==> src/rtl/swsl_pkg.sv <==
// Package for the page stack with sorted listing.
// Holds default sizes, request and status codes, and the controller/datapath bundles.
// No dependencies.
package swsl_pkg;

  localparam int DEPTH_DEF     = 64;
  localparam int PAGE_BITS_DEF = 10;
  localparam int CFG_BITS      = 10;
  localparam logic [CFG_BITS-1:0] MAX_PAGE_RST = 10'd1000;

  typedef enum logic [1:0] {
    REQ_PUSH = 2'd0,
    REQ_POP  = 2'd1,
    REQ_LIST = 2'd2,
    REQ_NONE = 2'd3
  } req_t;

  typedef enum logic [1:0] {
    ST_OK    = 2'd0,
    ST_FULL  = 2'd1,
    ST_EMPTY = 2'd2,
    ST_RANGE = 2'd3
  } status_t;

  // Commands from controller to datapath.
  typedef struct packed {
    logic capture;     // latch the accepted item
    logic push_out;    // check, store and answer a push
    logic pop_rd;      // read top entry, drop count
    logic pop_out;     // answer a pop with the read data
    logic empty_out;   // answer with the empty status
    logic list_start;  // clear the emitted count
    logic scan_start;  // restart a minimum search pass
    logic scan_step;   // read next entry of the pass
    logic list_emit;   // emit the minimum found
  } swsl_cmd_t;

  // Status from datapath to controller.
  typedef struct packed {
    logic cnt_zero;
    logic out_free;
    logic scan_end;
    logic emit_end;
  } swsl_sts_t;

endpackage

==> src/rtl/swsl_ifs.sv <==
// Valid/ready channel interfaces for requests and results.
// Depends on swsl_pkg.
interface swsl_req_if #(
  parameter int PAGE_BITS = swsl_pkg::PAGE_BITS_DEF
);
  import swsl_pkg::*;
  logic                 valid;
  logic                 ready;
  logic [1:0]           req_type;
  logic [PAGE_BITS-1:0] page_in;

  modport source (output valid, req_type, page_in, input ready);
  modport sink   (input valid, req_type, page_in, output ready);
endinterface

interface swsl_rsp_if #(
  parameter int PAGE_BITS = swsl_pkg::PAGE_BITS_DEF
);
  import swsl_pkg::*;
  logic                 valid;
  logic                 ready;
  logic [PAGE_BITS-1:0] page_out;
  logic [1:0]           status;
  logic                 last;

  modport source (output valid, page_out, status, last, input ready);
  modport sink   (input valid, page_out, status, last, output ready);
endinterface

==> src/rtl/swsl_ctrl.sv <==
// Controller state machine of the page stack.
// Depends on swsl_pkg; drives swsl_dp through swsl_cmd_t.
module swsl_ctrl (
  input  logic               clk,
  input  logic               rst,
  input  logic               req_valid,
  input  logic [1:0]         req_type,
  output logic               req_ready,
  input  swsl_pkg::swsl_sts_t sts,
  output swsl_pkg::swsl_cmd_t cmd
);
  import swsl_pkg::*;

  typedef enum logic [2:0] {
    S_IDLE, S_PUSH, S_POP_RD, S_POP_OUT, S_EMPTY, S_SCAN, S_CMP, S_EMIT
  } state_t;

  state_t state;
  state_t state_next;
  logic   accept;

  assign req_ready = (state == S_IDLE);
  assign accept    = req_valid && req_ready;

  always_comb begin
    cmd        = '0;
    state_next = state;
    case (state)
      S_IDLE: begin
        if (accept) begin
          cmd.capture = 1'b1;
          case (req_t'(req_type))
            REQ_PUSH: state_next = S_PUSH;
            REQ_POP:  state_next = sts.cnt_zero ? S_EMPTY : S_POP_RD;
            REQ_LIST: begin
              if (sts.cnt_zero) begin
                state_next = S_EMPTY;
              end else begin
                cmd.list_start = 1'b1;
                cmd.scan_start = 1'b1;
                state_next     = S_SCAN;
              end
            end
            default: state_next = S_IDLE;
          endcase
        end
      end
      S_PUSH: begin
        if (sts.out_free) begin
          cmd.push_out = 1'b1;
          state_next   = S_IDLE;
        end
      end
      S_POP_RD: begin
        cmd.pop_rd = 1'b1;
        state_next = S_POP_OUT;
      end
      S_POP_OUT: begin
        if (sts.out_free) begin
          cmd.pop_out = 1'b1;
          state_next  = S_IDLE;
        end
      end
      S_EMPTY: begin
        if (sts.out_free) begin
          cmd.empty_out = 1'b1;
          state_next    = S_IDLE;
        end
      end
      S_SCAN: begin
        cmd.scan_step = 1'b1;
        if (sts.scan_end) begin
          state_next = S_CMP;
        end
      end
      S_CMP: state_next = S_EMIT;
      S_EMIT: begin
        if (sts.out_free) begin
          cmd.list_emit = 1'b1;
          if (sts.emit_end) begin
            state_next = S_IDLE;
          end else begin
            cmd.scan_start = 1'b1;
            state_next     = S_SCAN;
          end
        end
      end
      default: state_next = S_IDLE;
    endcase
  end

  always_ff @(posedge clk) begin
    if (rst) begin
      state <= S_IDLE;
    end else begin
      state <= state_next;
    end
  end

  a_accept_leaves_idle: assert property (@(posedge clk) disable iff (rst)
    (accept && (req_t'(req_type) != REQ_NONE)) |=> (state != S_IDLE))
    else $error("accepted request did not start work");

  a_one_result_load: assert property (@(posedge clk) disable iff (rst)
    $onehot0({cmd.push_out, cmd.pop_out, cmd.empty_out, cmd.list_emit}))
    else $error("two result loads in one cycle");

  a_pop_read_then_out: assert property (@(posedge clk) disable iff (rst)
    cmd.pop_rd |=> (state == S_POP_OUT))
    else $error("pop read not followed by pop answer");

endmodule

==> src/rtl/swsl_dp.sv <==
// Datapath of the page stack: stack memory, entry count, minimum search, result register.
// Depends on swsl_pkg; commanded by swsl_ctrl.
module swsl_dp #(
  parameter int DEPTH     = swsl_pkg::DEPTH_DEF,
  parameter int PAGE_BITS = swsl_pkg::PAGE_BITS_DEF
) (
  input  logic                         clk,
  input  logic                         rst,
  input  logic [PAGE_BITS-1:0]         page_in,
  input  logic                         cfg_we,
  input  logic [swsl_pkg::CFG_BITS-1:0] cfg_wdata,
  input  swsl_pkg::swsl_cmd_t          cmd,
  output swsl_pkg::swsl_sts_t          sts,
  output logic                         out_valid,
  input  logic                         out_ready,
  output logic [PAGE_BITS-1:0]         out_page,
  output logic [1:0]                   out_status,
  output logic                         out_last
);
  import swsl_pkg::*;

  localparam int AW = (DEPTH > 1) ? $clog2(DEPTH) : 1;
  localparam int CW = $clog2(DEPTH + 1);
  localparam int WW = (PAGE_BITS > CFG_BITS) ? PAGE_BITS : CFG_BITS;
  localparam logic [CW-1:0] FULL_CNT = CW'(DEPTH);

  logic [PAGE_BITS-1:0] mem [DEPTH];
  logic [PAGE_BITS-1:0] rd_data;
  logic [AW-1:0]        rd_addr;
  logic                 rd_en;

  logic [CFG_BITS-1:0]  max_page;
  logic [PAGE_BITS-1:0] page_hold;
  logic [CW-1:0]        count;
  logic [CW-1:0]        last_idx;
  logic [AW-1:0]        top_addr;

  logic [AW-1:0]        scan_idx;
  logic                 cmp_valid;
  logic [AW-1:0]        cmp_idx;
  logic [PAGE_BITS-1:0] best_v;
  logic [AW-1:0]        best_i;
  logic                 best_valid;
  logic [PAGE_BITS-1:0] prev_v;
  logic [AW-1:0]        prev_i;
  logic [CW-1:0]        emit_cnt;

  logic [WW-1:0]        page_w;
  logic [WW-1:0]        max_w;
  logic                 bad_range;
  logic                 is_full;
  logic                 cand;
  logic                 take_best;

  assign last_idx = count - 1'b1;
  assign top_addr = last_idx[AW-1:0];
  assign page_w   = WW'(page_hold);
  assign max_w    = WW'(max_page);
  assign bad_range = (page_w == '0) || (page_w > max_w);
  assign is_full  = (count == FULL_CNT);

  assign rd_en   = cmd.pop_rd || cmd.scan_step;
  assign rd_addr = cmd.pop_rd ? top_addr : scan_idx;

  // Order on (value, index): strictly after the last emitted key.
  assign cand = (emit_cnt == '0) || (rd_data > prev_v) ||
                ((rd_data == prev_v) && (cmp_idx > prev_i));
  assign take_best = cmp_valid && cand && (!best_valid || (rd_data < best_v));

  assign sts.cnt_zero = (count == '0);
  assign sts.out_free = !out_valid || out_ready;
  assign sts.scan_end = (scan_idx == top_addr);
  assign sts.emit_end = (emit_cnt == last_idx);

  always_ff @(posedge clk) begin
    if (cmd.push_out && !bad_range && !is_full) begin
      mem[count[AW-1:0]] <= page_hold;
    end
    if (rd_en) begin
      rd_data <= mem[rd_addr];
    end
  end

  always_ff @(posedge clk) begin
    if (rst) begin
      max_page   <= MAX_PAGE_RST;
      count      <= '0;
      out_valid  <= 1'b0;
      cmp_valid  <= 1'b0;
      best_valid <= 1'b0;
      emit_cnt   <= '0;
    end else begin
      if (cfg_we) begin
        max_page <= cfg_wdata;
      end
      if (cmd.push_out && !bad_range && !is_full) begin
        count <= count + 1'b1;
      end else if (cmd.pop_rd) begin
        count <= last_idx;
      end

      cmp_valid <= cmd.scan_step;
      if (cmd.scan_start) begin
        best_valid <= 1'b0;
      end else if (take_best) begin
        best_valid <= 1'b1;
      end

      if (cmd.list_start) begin
        emit_cnt <= '0;
      end else if (cmd.list_emit) begin
        emit_cnt <= emit_cnt + 1'b1;
      end

      if (cmd.push_out || cmd.pop_out || cmd.empty_out || cmd.list_emit) begin
        out_valid <= 1'b1;
      end else if (out_ready) begin
        out_valid <= 1'b0;
      end
    end
  end

  // Payload registers: no reset needed.
  always_ff @(posedge clk) begin
    if (cmd.capture) begin
      page_hold <= page_in;
    end
    if (cmd.scan_start) begin
      scan_idx <= '0;
    end else if (cmd.scan_step) begin
      scan_idx <= scan_idx + 1'b1;
    end
    cmp_idx <= scan_idx;
    if (take_best) begin
      best_v <= rd_data;
      best_i <= cmp_idx;
    end
    // Remember the full key of the emitted entry for the next pass.
    if (cmd.list_emit) begin
      prev_v <= best_v;
      prev_i <= best_i;
    end

    if (cmd.push_out) begin
      out_page   <= '0;
      out_last   <= 1'b1;
      out_status <= bad_range ? ST_RANGE : (is_full ? ST_FULL : ST_OK);
    end else if (cmd.pop_out) begin
      out_page   <= rd_data;
      out_last   <= 1'b1;
      out_status <= ST_OK;
    end else if (cmd.empty_out) begin
      out_page   <= '0;
      out_last   <= 1'b1;
      out_status <= ST_EMPTY;
    end else if (cmd.list_emit) begin
      out_page   <= best_v;
      out_last   <= (emit_cnt == last_idx);
      out_status <= ST_OK;
    end
  end

  a_count_bound: assert property (@(posedge clk) disable iff (rst)
    count <= FULL_CNT)
    else $error("entry count beyond depth");

  a_pop_nonempty: assert property (@(posedge clk) disable iff (rst)
    cmd.pop_rd |-> (count != '0))
    else $error("pop read on empty stack");

  a_load_when_free: assert property (@(posedge clk) disable iff (rst)
    (cmd.push_out || cmd.pop_out || cmd.empty_out || cmd.list_emit) |-> sts.out_free)
    else $error("result register overwritten while held");

  a_emit_has_best: assert property (@(posedge clk) disable iff (rst)
    cmd.list_emit |-> best_valid)
    else $error("listing emitted without a minimum");

endmodule

==> src/rtl/stack_with_sorted_listing.sv <==
// Page stack with push, pop and sorted listing; top level.
// Push answers from S_PUSH, pop from S_POP_RD then S_POP_OUT; a list of n entries runs n passes.
// The controller takes one request at a time; a list is paced by the single memory read port.
// Reset (synchronous rst): empty stack, max_page 1000, no result pending; memory not cleared.
// Depends on swsl_pkg, swsl_ifs, swsl_ctrl, swsl_dp.
module stack_with_sorted_listing #(
  parameter int DEPTH     = swsl_pkg::DEPTH_DEF,
  parameter int PAGE_BITS = swsl_pkg::PAGE_BITS_DEF
) (
  input  logic                          clk,
  input  logic                          rst,
  swsl_req_if.sink                      req_ch,
  swsl_rsp_if.source                    rsp_ch,
  input  logic                          cfg_we,
  input  logic [swsl_pkg::CFG_BITS-1:0] cfg_wdata
);
  import swsl_pkg::*;

  // Controller and datapath talk only through these two bundles.
  swsl_cmd_t cmd;
  swsl_sts_t sts;

  // The controller takes one item at a time; ready is high only while idle.
  // A pop reads the top entry first, then answers from the registered read data.
  // A list finds the entries in ascending (value, index) order: each pass
  // sweeps the stack once through the single read port and keeps the
  // smallest key above the one emitted last, so duplicates come out once each
  // and the stack itself is never touched.
  swsl_ctrl u_ctrl (
    .clk       (clk),
    .rst       (rst),
    .req_valid (req_ch.valid),
    .req_type  (req_ch.req_type),
    .req_ready (req_ch.ready),
    .sts       (sts),
    .cmd       (cmd)
  );

  // The result register sits in the datapath; a result waiting there does
  // not block the next request from being accepted.
  swsl_dp #(
    .DEPTH     (DEPTH),
    .PAGE_BITS (PAGE_BITS)
  ) u_dp (
    .clk        (clk),
    .rst        (rst),
    .page_in    (req_ch.page_in),
    .cfg_we     (cfg_we),
    .cfg_wdata  (cfg_wdata),
    .cmd        (cmd),
    .sts        (sts),
    .out_valid  (rsp_ch.valid),
    .out_ready  (rsp_ch.ready),
    .out_page   (rsp_ch.page_out),
    .out_status (rsp_ch.status),
    .out_last   (rsp_ch.last)
  );

endmodule
==> src/flat_wrapper.sv <==
// flat-port wrapper written by rule: the top's interface ports become plain ports
module stack_with_sorted_listing_flat import swsl_pkg::*;
#(
  parameter int DEPTH     = swsl_pkg::DEPTH_DEF,
  parameter int PAGE_BITS = swsl_pkg::PAGE_BITS_DEF
)
  (clk, rst, cfg_we, cfg_wdata, req_ch_valid, req_ch_req_type, req_ch_page_in, req_ch_ready, rsp_ch_valid, rsp_ch_page_out, rsp_ch_status, rsp_ch_last, rsp_ch_ready);
  swsl_req_if #(.PAGE_BITS(PAGE_BITS)) req_ch_i ();
  swsl_rsp_if #(.PAGE_BITS(PAGE_BITS)) rsp_ch_i ();
  input  logic clk;
  input  logic rst;
  input  logic cfg_we;
  input  logic [swsl_pkg::CFG_BITS-1:0] cfg_wdata;
  input wire logic [$bits(req_ch_i.valid)-1:0] req_ch_valid;
  input wire logic [$bits(req_ch_i.req_type)-1:0] req_ch_req_type;
  input wire logic [$bits(req_ch_i.page_in)-1:0] req_ch_page_in;
  output wire logic [$bits(req_ch_i.ready)-1:0] req_ch_ready;
  output wire logic [$bits(rsp_ch_i.valid)-1:0] rsp_ch_valid;
  output wire logic [$bits(rsp_ch_i.page_out)-1:0] rsp_ch_page_out;
  output wire logic [$bits(rsp_ch_i.status)-1:0] rsp_ch_status;
  output wire logic [$bits(rsp_ch_i.last)-1:0] rsp_ch_last;
  input wire logic [$bits(rsp_ch_i.ready)-1:0] rsp_ch_ready;
  assign req_ch_i.valid = req_ch_valid;
  assign req_ch_i.req_type = req_ch_req_type;
  assign req_ch_i.page_in = req_ch_page_in;
  assign req_ch_ready = req_ch_i.ready;
  assign rsp_ch_valid = rsp_ch_i.valid;
  assign rsp_ch_page_out = rsp_ch_i.page_out;
  assign rsp_ch_status = rsp_ch_i.status;
  assign rsp_ch_last = rsp_ch_i.last;
  assign rsp_ch_i.ready = rsp_ch_ready;
  stack_with_sorted_listing #(.DEPTH(DEPTH), .PAGE_BITS(PAGE_BITS)) u_core (.clk(clk), .rst(rst), .req_ch(req_ch_i), .rsp_ch(rsp_ch_i), .cfg_we(cfg_we), .cfg_wdata(cfg_wdata));
endmodule
==> config.mk <==
export PLATFORM = sky130hd
export DESIGN_NAME = stack_with_sorted_listing_flat
export DESIGN_NICKNAME = d
export VERILOG_FILES = /design/src/rtl/swsl_pkg.sv /design/src/rtl/swsl_ifs.sv /design/src/rtl/swsl_ctrl.sv /design/src/rtl/swsl_dp.sv /design/src/rtl/stack_with_sorted_listing.sv /design/src/flat_wrapper.sv
export SDC_FILE = /design/constraint.sdc
export NUM_CORES = 1
export LEC_CHECK = 0
export ABC_AREA = 1
export BUFFER_PORTS_ARGS = -buffer_cell sky130_fd_sc_hd__buf_2
export CAP_MARGIN = 20
export CORE_MARGIN = 10
export CORE_UTILIZATION = 40
export CTS_BUF_LIST = sky130_fd_sc_hd__clkbuf_8 sky130_fd_sc_hd__clkbuf_16
export DETAILED_ROUTE_END_ITERATION = 7
export PLACE_DENSITY_LB_ADDON = 0.25
export SLEW_MARGIN = 20
export SYNTH_ARGS = -nofsm -noshare
export SYNTH_HDL_FRONTEND = slang
export SYNTH_HIERARCHICAL = 1
export SYNTH_SLANG_ARGS = --single-unit
==> constraint.sdc <==
create_clock -name clk -period 4.2 [get_ports clk]
set_clock_uncertainty 0.15 [all_clocks]
set_input_delay 0.84 -clock clk [delete_from_list [all_inputs] [get_ports clk]]
set_output_delay 0.84 -clock clk [all_outputs]
set_load 0.005 [all_outputs]
==> impl_metrics.tcl, run 1 <==
set metrics [dict create \
    status "completed" \
    final_critical_path_setup_slack_ps 522 \
    die-area_um2 91400 \
    cts_made_buffers 77 \
    post_drt_via_cell_ratio 5.37 \
    synth_cell_type_count 43 \
    detailedRoute.firstIterationViolations 2187 \
    final_max_slew_viol_count 0 \
    root_buffer "sky130_fd_sc_hd__clkbuf_16" \
    initial_core_utilization_pct 40.4 \
    synth_sequential_area_ratio_pct 68.7 \
    groute.usage.overall_pct 19.1 \
    power_leakage_nw 13.1 \
    final_net_count 2983 \
    buffer_ports.inserted 41 \
    setup_violations 0 \
    finalHoldViolations 0 \
    grt_start_max_net_pins 185 \
    drv_cap 0 \
    synth.top_cells.by_area "sky130_fd_sc_hd__edfxtp_1 65%, sky130_fd_sc_hd__nor2_1 7.0%, sky130_fd_sc_hd__nand3_1 5.4%" \
    worstSetupStartpointType "flop" \
    clock_tree.htree_level_count 3 \
    final_antenna_net_count 0 \
    synthesis.area_um2 31900 \
    worst_skew_pair.late_latency_ps 630 \
    max_freq_mhz 272 \
    post-synth-top-area-fraction_pct 65.3 \
    global_route.overflow_total 0 \
    synth_enable_flop_cells 694 \
    synth_seq_cells 747 \
    worstHoldPathType "in -> reg" \
    async_flop_share_pct 0 \
    cts_tree "done" \
    vias 21600 \
    critical_path.max_fanout 184 \
    dp.final_hpwl_um 55300 \
    syn-instance-count 2869 \
    fin_setup_tns_ps 0 \
    crit_type "reg -> reg" \
    postSynthNetCount 2937 \
    synth.cells.most_frequent "694 x sky130_fd_sc_hd__edfxtp_1, 592 x sky130_fd_sc_hd__nor2_1, 344 x sky130_fd_sc_hd__nand3_1" \
    hold_buffers 0 \
    dominant_cell_type_by_area_after_synthesis "sky130_fd_sc_hd__edfxtp_1" \
    yosysMostFrequentCell "sky130_fd_sc_hd__edfxtp_1" \
    post_drt_wl_per_cell_um 22.0 \
    floorplan.core_area_um2 79000 \
    final_layout_size_suffix_gt1_share_pct 8.63 \
    grt_setup_unrepaired "false" \
    clock_path_buffers 3 \
    timing.max_slew.rel_slack_pct 31.5 \
    grt_antenna_before_repair 4 \
    worstPathArrival_ps 3850 \
    drt_wl_total_um 88400 \
    post_synth.cell_area_avg_um2 11.1 \
    element_type_at_the_critical_path_end "flop" \
    fill_cells 7239 \
    clkSinkCount 747 \
    first_pass_iters 5 \
    area_growth_pct 11.5 \
    gp_routability_congestion 0.905 \
    crit_path_required_time_ps 4380 \
    global_route_wire_length_before_repair_um 131000 \
    die_x_um 302 \
    pin_count 42 \
    cts.repair_timing.setup_buffer_count 0 \
    die_height_um 302 \
    synth-main-ff-cell "sky130_fd_sc_hd__edfxtp_1" \
    fin_crit_sh_pct 87.6 \
    first_global_vias 21100 \
    drc 0 \
    preCtsSetupSlack_ps 199 \
    powerDensity_nw_per_um2 765 \
    synthesis_warnings 6 \
    number_of_gates_resized_after_cts 0 \
    rows 103 \
    finalCriticalPeriod_ps 3680 \
    clk_pin_slew_ps 60 \
    peakVddDrop_mv 0.644 \
    worst-slew-pin-transition_ps 1030 \
]
## layer usage
metal / global-route usage [%] / wire length [um] / vias to the layer above
met2: 31.2 / 42200 / 849
li1: - / - / 10000
met1: 25.3 / 36700 / 10600
met4: 6.69 / 2920 / 0
met5: 0 / 0 / -
met3: 3.36 / 6600 / 151
## cell families (layout without fill, tap and decap cells)
family | count (synthesis) | in the layout | synth area share, %
other | 0 | 1 | 0
XOR/XNOR | 13 | 13 | 0.380
flip-flops | 747 | 747 | 68.7
buffers and inverters | 401 | 499 | 5.56
adder cells (fa/ha/maj) | 41 | 41 | 1.61
AND/OR/NAND/NOR | 1308 | 1308 | 17.2
AO/OA/AOI/OAI | 359 | 359 | 6.57
## final timing paths
check / from / end / slack [ps] / cells after the start
worst max register to register: u_core/u_dp/count[0]$_SDFFE_PP0P_ / u_core/u_dp/rd_data[3]$_DFFE_PP_ / 520 / 12
worst min-delay path: req_ch_page_in[8] / u_core/u_dp/page_hold[8]$_DFFE_PP_ / 240 / 1
worst min register to register: u_core/u_dp/best_i[2]$_DFFE_PP_ / u_core/u_dp/prev_i[2]$_DFFE_PP_ / 270 / 0
worst max-delay path: u_core/u_dp/count[0]$_SDFFE_PP0P_ / u_core/u_dp/rd_data[3]$_DFFE_PP_ / 520 / 12
## worst max-delay path: stages, from the launching register on
cell and delay, ps:
sky130_fd_sc_hd__dfxtp_1 470, sky130_fd_sc_hd__inv_2 170, sky130_fd_sc_hd__ha_1 410, sky130_fd_sc_hd__nand2_1 130, sky130_fd_sc_hd__o21ai_4 140, sky130_fd_sc_hd__buf_12 590, sky130_fd_sc_hd__nor2_1 120, sky130_fd_sc_hd__o21ai_0 180
sky130_fd_sc_hd__nand3_1 170, sky130_fd_sc_hd__nand3_1 130, sky130_fd_sc_hd__nand3_1 210, sky130_fd_sc_hd__nand3_1 160, sky130_fd_sc_hd__nand2_1 150
## layout make-up
cell class,instances,area (um^2),area share (%)
antenna,1,2.50,0.00703
tap,1050,1310,3.69
timing repair buffer,118,871,2.45
sequential,747,21900,61.5
clock buffer,85,2060,5.79
inverter,250,943,2.65
multi-input combinational,1721,8270,23.3
clock inverter,46,218,0.612
## power breakdown
part | total, mW | internal [mW] | switching, mW
clock network | 6.29 | 3.54 | 2.74
logic | 11.8 | 3.18 | 8.62
registers | 9.14 | 8.85 | 0.289
total | 27.2 | 15.6 | 11.7
## sequential cells by signal, summed over array words and instances, names as in the netlist, 10 cells and up
name                   flops
u_core/u_dp/best_v        10
u_core/u_dp/max_page      10
u_core/u_dp/mem          640
u_core/u_dp/out_page      10
u_core/u_dp/page_hold     10
u_core/u_dp/prev_v        10
u_core/u_dp/rd_data       10
## placed cells by master (no fill, tap or decap), drive strengths merged
cell and instances:
a21boi 1, nand3 347, o2111ai 3, a211oi 2, nor2 597, clkbuf 85, o22ai 1, inv 269
xor2 11, nand2 332, a21oi 48, edfxtp 694, clkinv 26, o21ai 201, o21bai 1, nand4 12
dfxtp 53, bufinv 1, nor3 15, o21a 1, o211ai 91, xnor2 2, diode 1, a22oi 10
ha 41, buf 118, or2 3, nor4 2
## through the flow
stage                     utilization, %  hold slack, ps  area (um^2)  power, mW  std cells
after floorplan                        -             214        31900       16.9       2869
after global placement              42.1             253        33300       20.8       3885
after detailed placement            42.1             255        33300       20.9       3885
after CTS                           45.0             210        35600       27.2       4016
after global routing                45.0             219        35600       28.7       4018
final                               45.0             245        35600       27.2       4018
No activity file was read; power rests on OpenSTA's default activity.
==> run 2: changes to the inputs <==
--- a/config.mk
+++ b/config.mk
@@ -12,7 +12,7 @@
 export CORE_UTILIZATION = 40
 export CTS_BUF_LIST = sky130_fd_sc_hd__clkbuf_8 sky130_fd_sc_hd__clkbuf_16
 export DETAILED_ROUTE_END_ITERATION = 7
-export PLACE_DENSITY_LB_ADDON = 0.25
+export PLACE_DENSITY_LB_ADDON = 0.1
 export SLEW_MARGIN = 20
 export SYNTH_ARGS = -nofsm -noshare
 export SYNTH_HDL_FRONTEND = slang
==> constraint.sdc (replaced) <==
create_clock -name clk -period 4 [get_ports clk]
set_clock_uncertainty 0.15 [all_clocks]
set_input_delay 0.8 -clock clk [delete_from_list [all_inputs] [get_ports clk]]
set_output_delay 0.8 -clock clk [all_outputs]
set_load 0.005 [all_outputs]
==> impl_metrics.tcl, run 2 (synthesized netlist as in run 1, its figures left out) <==
set metrics [dict create \
    area.sequential_um2 21900 \
    fin_crit_sh_pct 90.8 \
    hold_buffers 0 \
    drt_wl_total_um 93900 \
    worstSetupStartpointType "flop" \
    worstPathArrival_ps 3850 \
    antenna_cells_inserted 0 \
    gp_routability_congestion 0.877 \
    max_freq_mhz 275 \
    final.hold.worst_slack_ps 266 \
    grtUsageMet3_pct 2.51 \
    cts.repair_timing.setup_buffer_count 0 \
    timing.max_slew.rel_slack_pct 27.6 \
    worstHoldPathType "reg -> reg" \
    rows 103 \
    setup_violations 0 \
    first_global_vias 21300 \
    final_layout_size_suffix_gt1_share_pct 11.1 \
    area_growth_pct 14.1 \
    worst_skew_pair.late_latency_ps 620 \
    global_route.overflow_total 0 \
    power_leakage_nw 13.6 \
    post_drt_wl_per_cell_um 22.9 \
    grt_antenna_before_repair 1 \
    largest_register_ffs 640 \
    post_drt_via_cell_ratio 5.29 \
    grt_setup_unrepaired "false" \
    drc 0 \
    pin_count 42 \
    peakVddDrop_mv 0.598 \
    clock_path_buffers 3 \
    die_x_um 302 \
    crit_path_required_time_ps 4220 \
    dp.final_hpwl_um 58500 \
    root_buffer "sky130_fd_sc_hd__clkbuf_16" \
    first_pass_iters 6 \
    die-area_um2 91400 \
    drv_cap 0 \
    worst-slew-pin-transition_ps 1090 \
    floorplan.core_area_um2 79000 \
    mostFrequentLayoutCells "694 x sky130_fd_sc_hd__edfxtp_1, 592 x sky130_fd_sc_hd__nor2_1, 344 x sky130_fd_sc_hd__nand3_1" \
    status "completed" \
    groute.usage.overall_pct 20.3 \
    clkSinkCount 747 \
    fin_setup_tns_ps 0 \
    final_net_count 3054 \
    detailedRoute.firstIterationViolations 2009 \
    cts_tree "done" \
    multi_input_comb_area_um2 8280 \
    critical_path.max_fanout 60 \
    number_of_gates_resized_after_cts 0 \
    fill_cells 7295 \
    powerDensity_nw_per_um2 804 \
    finalCriticalPeriod_ps 3630 \
    die_height_um 302 \
    grt_start_max_net_pins 91 \
    global_route_wire_length_before_repair_um 138000 \
    buffer_ports.inserted 41 \
    finalHoldViolations 0 \
    final_max_slew_viol_count 0 \
    mostFrequentLayoutCell "sky130_fd_sc_hd__edfxtp_1" \
    vias 21700 \
    grt.met2_usage_pct 33.4 \
    groute.layer.met1.usage_pct 26.8 \
    clk_pin_slew_ps 60 \
    grt_most_used_layer "met2" \
    initial_core_utilization_pct 40.4 \
    crit_type "reg -> reg" \
    element_type_at_the_critical_path_end "flop" \
    final_antenna_net_count 0 \
    clock_tree.htree_level_count 3 \
    cts_made_buffers 83 \
]
==> run 2: cell count changes in the layout (fill, tap and decap cells not counted), moves of 2 or more <==
cell / previous run / this run
sky130_fd_sc_hd__buf_4: 70 / 130
sky130_fd_sc_hd__clkbuf_8: 6 / 4
sky130_fd_sc_hd__buf_12: 7 / 12
sky130_fd_sc_hd__clkbuf_16: 79 / 85
sky130_fd_sc_hd__clkinv_2: 11 / 17
sky130_fd_sc_hd__bufinv_16: 1 / 3
==> run 2: power breakdown <==
group / internal [mW] / switching, mW
clock network: 4.10 / 3.04
registers: 9.29 / 0.379
logic: 3.58 / 8.88
==> run 2: per-stage QoR <==
step / utilization, % / worst slack [ps] / instance area [um^2] / power, mW / instances
floorplan: - / 487 / 31900 / 17.8 / 2869
global placement: 42.9 / 289 / 33900 / 22.3 / 3951
detailed placement: 42.9 / 264 / 33900 / 22.3 / 3951
CTS: 46.1 / 456 / 36400 / 29.5 / 4099
global route: 46.1 / 195 / 36400 / 31.1 / 4099
finish: 46.1 / 366 / 36400 / 29.3 / 4099
==> run 2: worst max-delay path, stage by stage (launching register included) <==
cell,delay (ps)
sky130_fd_sc_hd__dfxtp_1,430
sky130_fd_sc_hd__inv_4,100
sky130_fd_sc_hd__nor2_1,90
sky130_fd_sc_hd__inv_1,60
sky130_fd_sc_hd__nor2_1,180
sky130_fd_sc_hd__buf_4,250
sky130_fd_sc_hd__inv_4,130
sky130_fd_sc_hd__nand2_1,180
sky130_fd_sc_hd__nand2_8,300
sky130_fd_sc_hd__buf_4,430
sky130_fd_sc_hd__nor2_1,150
sky130_fd_sc_hd__nor2_1,50
sky130_fd_sc_hd__o21ai_0,90
sky130_fd_sc_hd__nand3_1,140
sky130_fd_sc_hd__nand3_1,120
sky130_fd_sc_hd__nand3_1,170
sky130_fd_sc_hd__nand3_1,180
sky130_fd_sc_hd__nand2_1,90
==> run 2: worst paths after layout <==
kind | startpoint | end | slack (ps) | depth (start not counted)
worst max-delay path | u_core/u_ctrl/state[1]$_SDFFE_PP0P_ | u_core/u_dp/rd_data[9]$_DFFE_PP_ | 370 | 17
worst min-delay path | u_core/u_dp/best_i[4]$_DFFE_PP_ | u_core/u_dp/prev_i[4]$_DFFE_PP_ | 270 | 0
worst max register to register | u_core/u_ctrl/state[1]$_SDFFE_PP0P_ | u_core/u_dp/rd_data[9]$_DFFE_PP_ | 370 | 17
worst min register to register | u_core/u_dp/best_i[4]$_DFFE_PP_ | u_core/u_dp/prev_i[4]$_DFFE_PP_ | 270 | 0
==> run 2: layout make-up <==
type	instances	share of cell area, %
sequential	747	60.2
clock inverter	59	0.969
timing repair buffer	183	3.91
clock buffer	89	6.00
multi-input combinational	1721	22.8
tap	1050	3.61
inverter	250	2.59
==> run 2: routing by layer <==
layer,vias up,part of all wire [%]
li1,10200,-
met1,10700,43
met2,701,48
met3,152,5.8
met4,0,4.0
met5,-,0
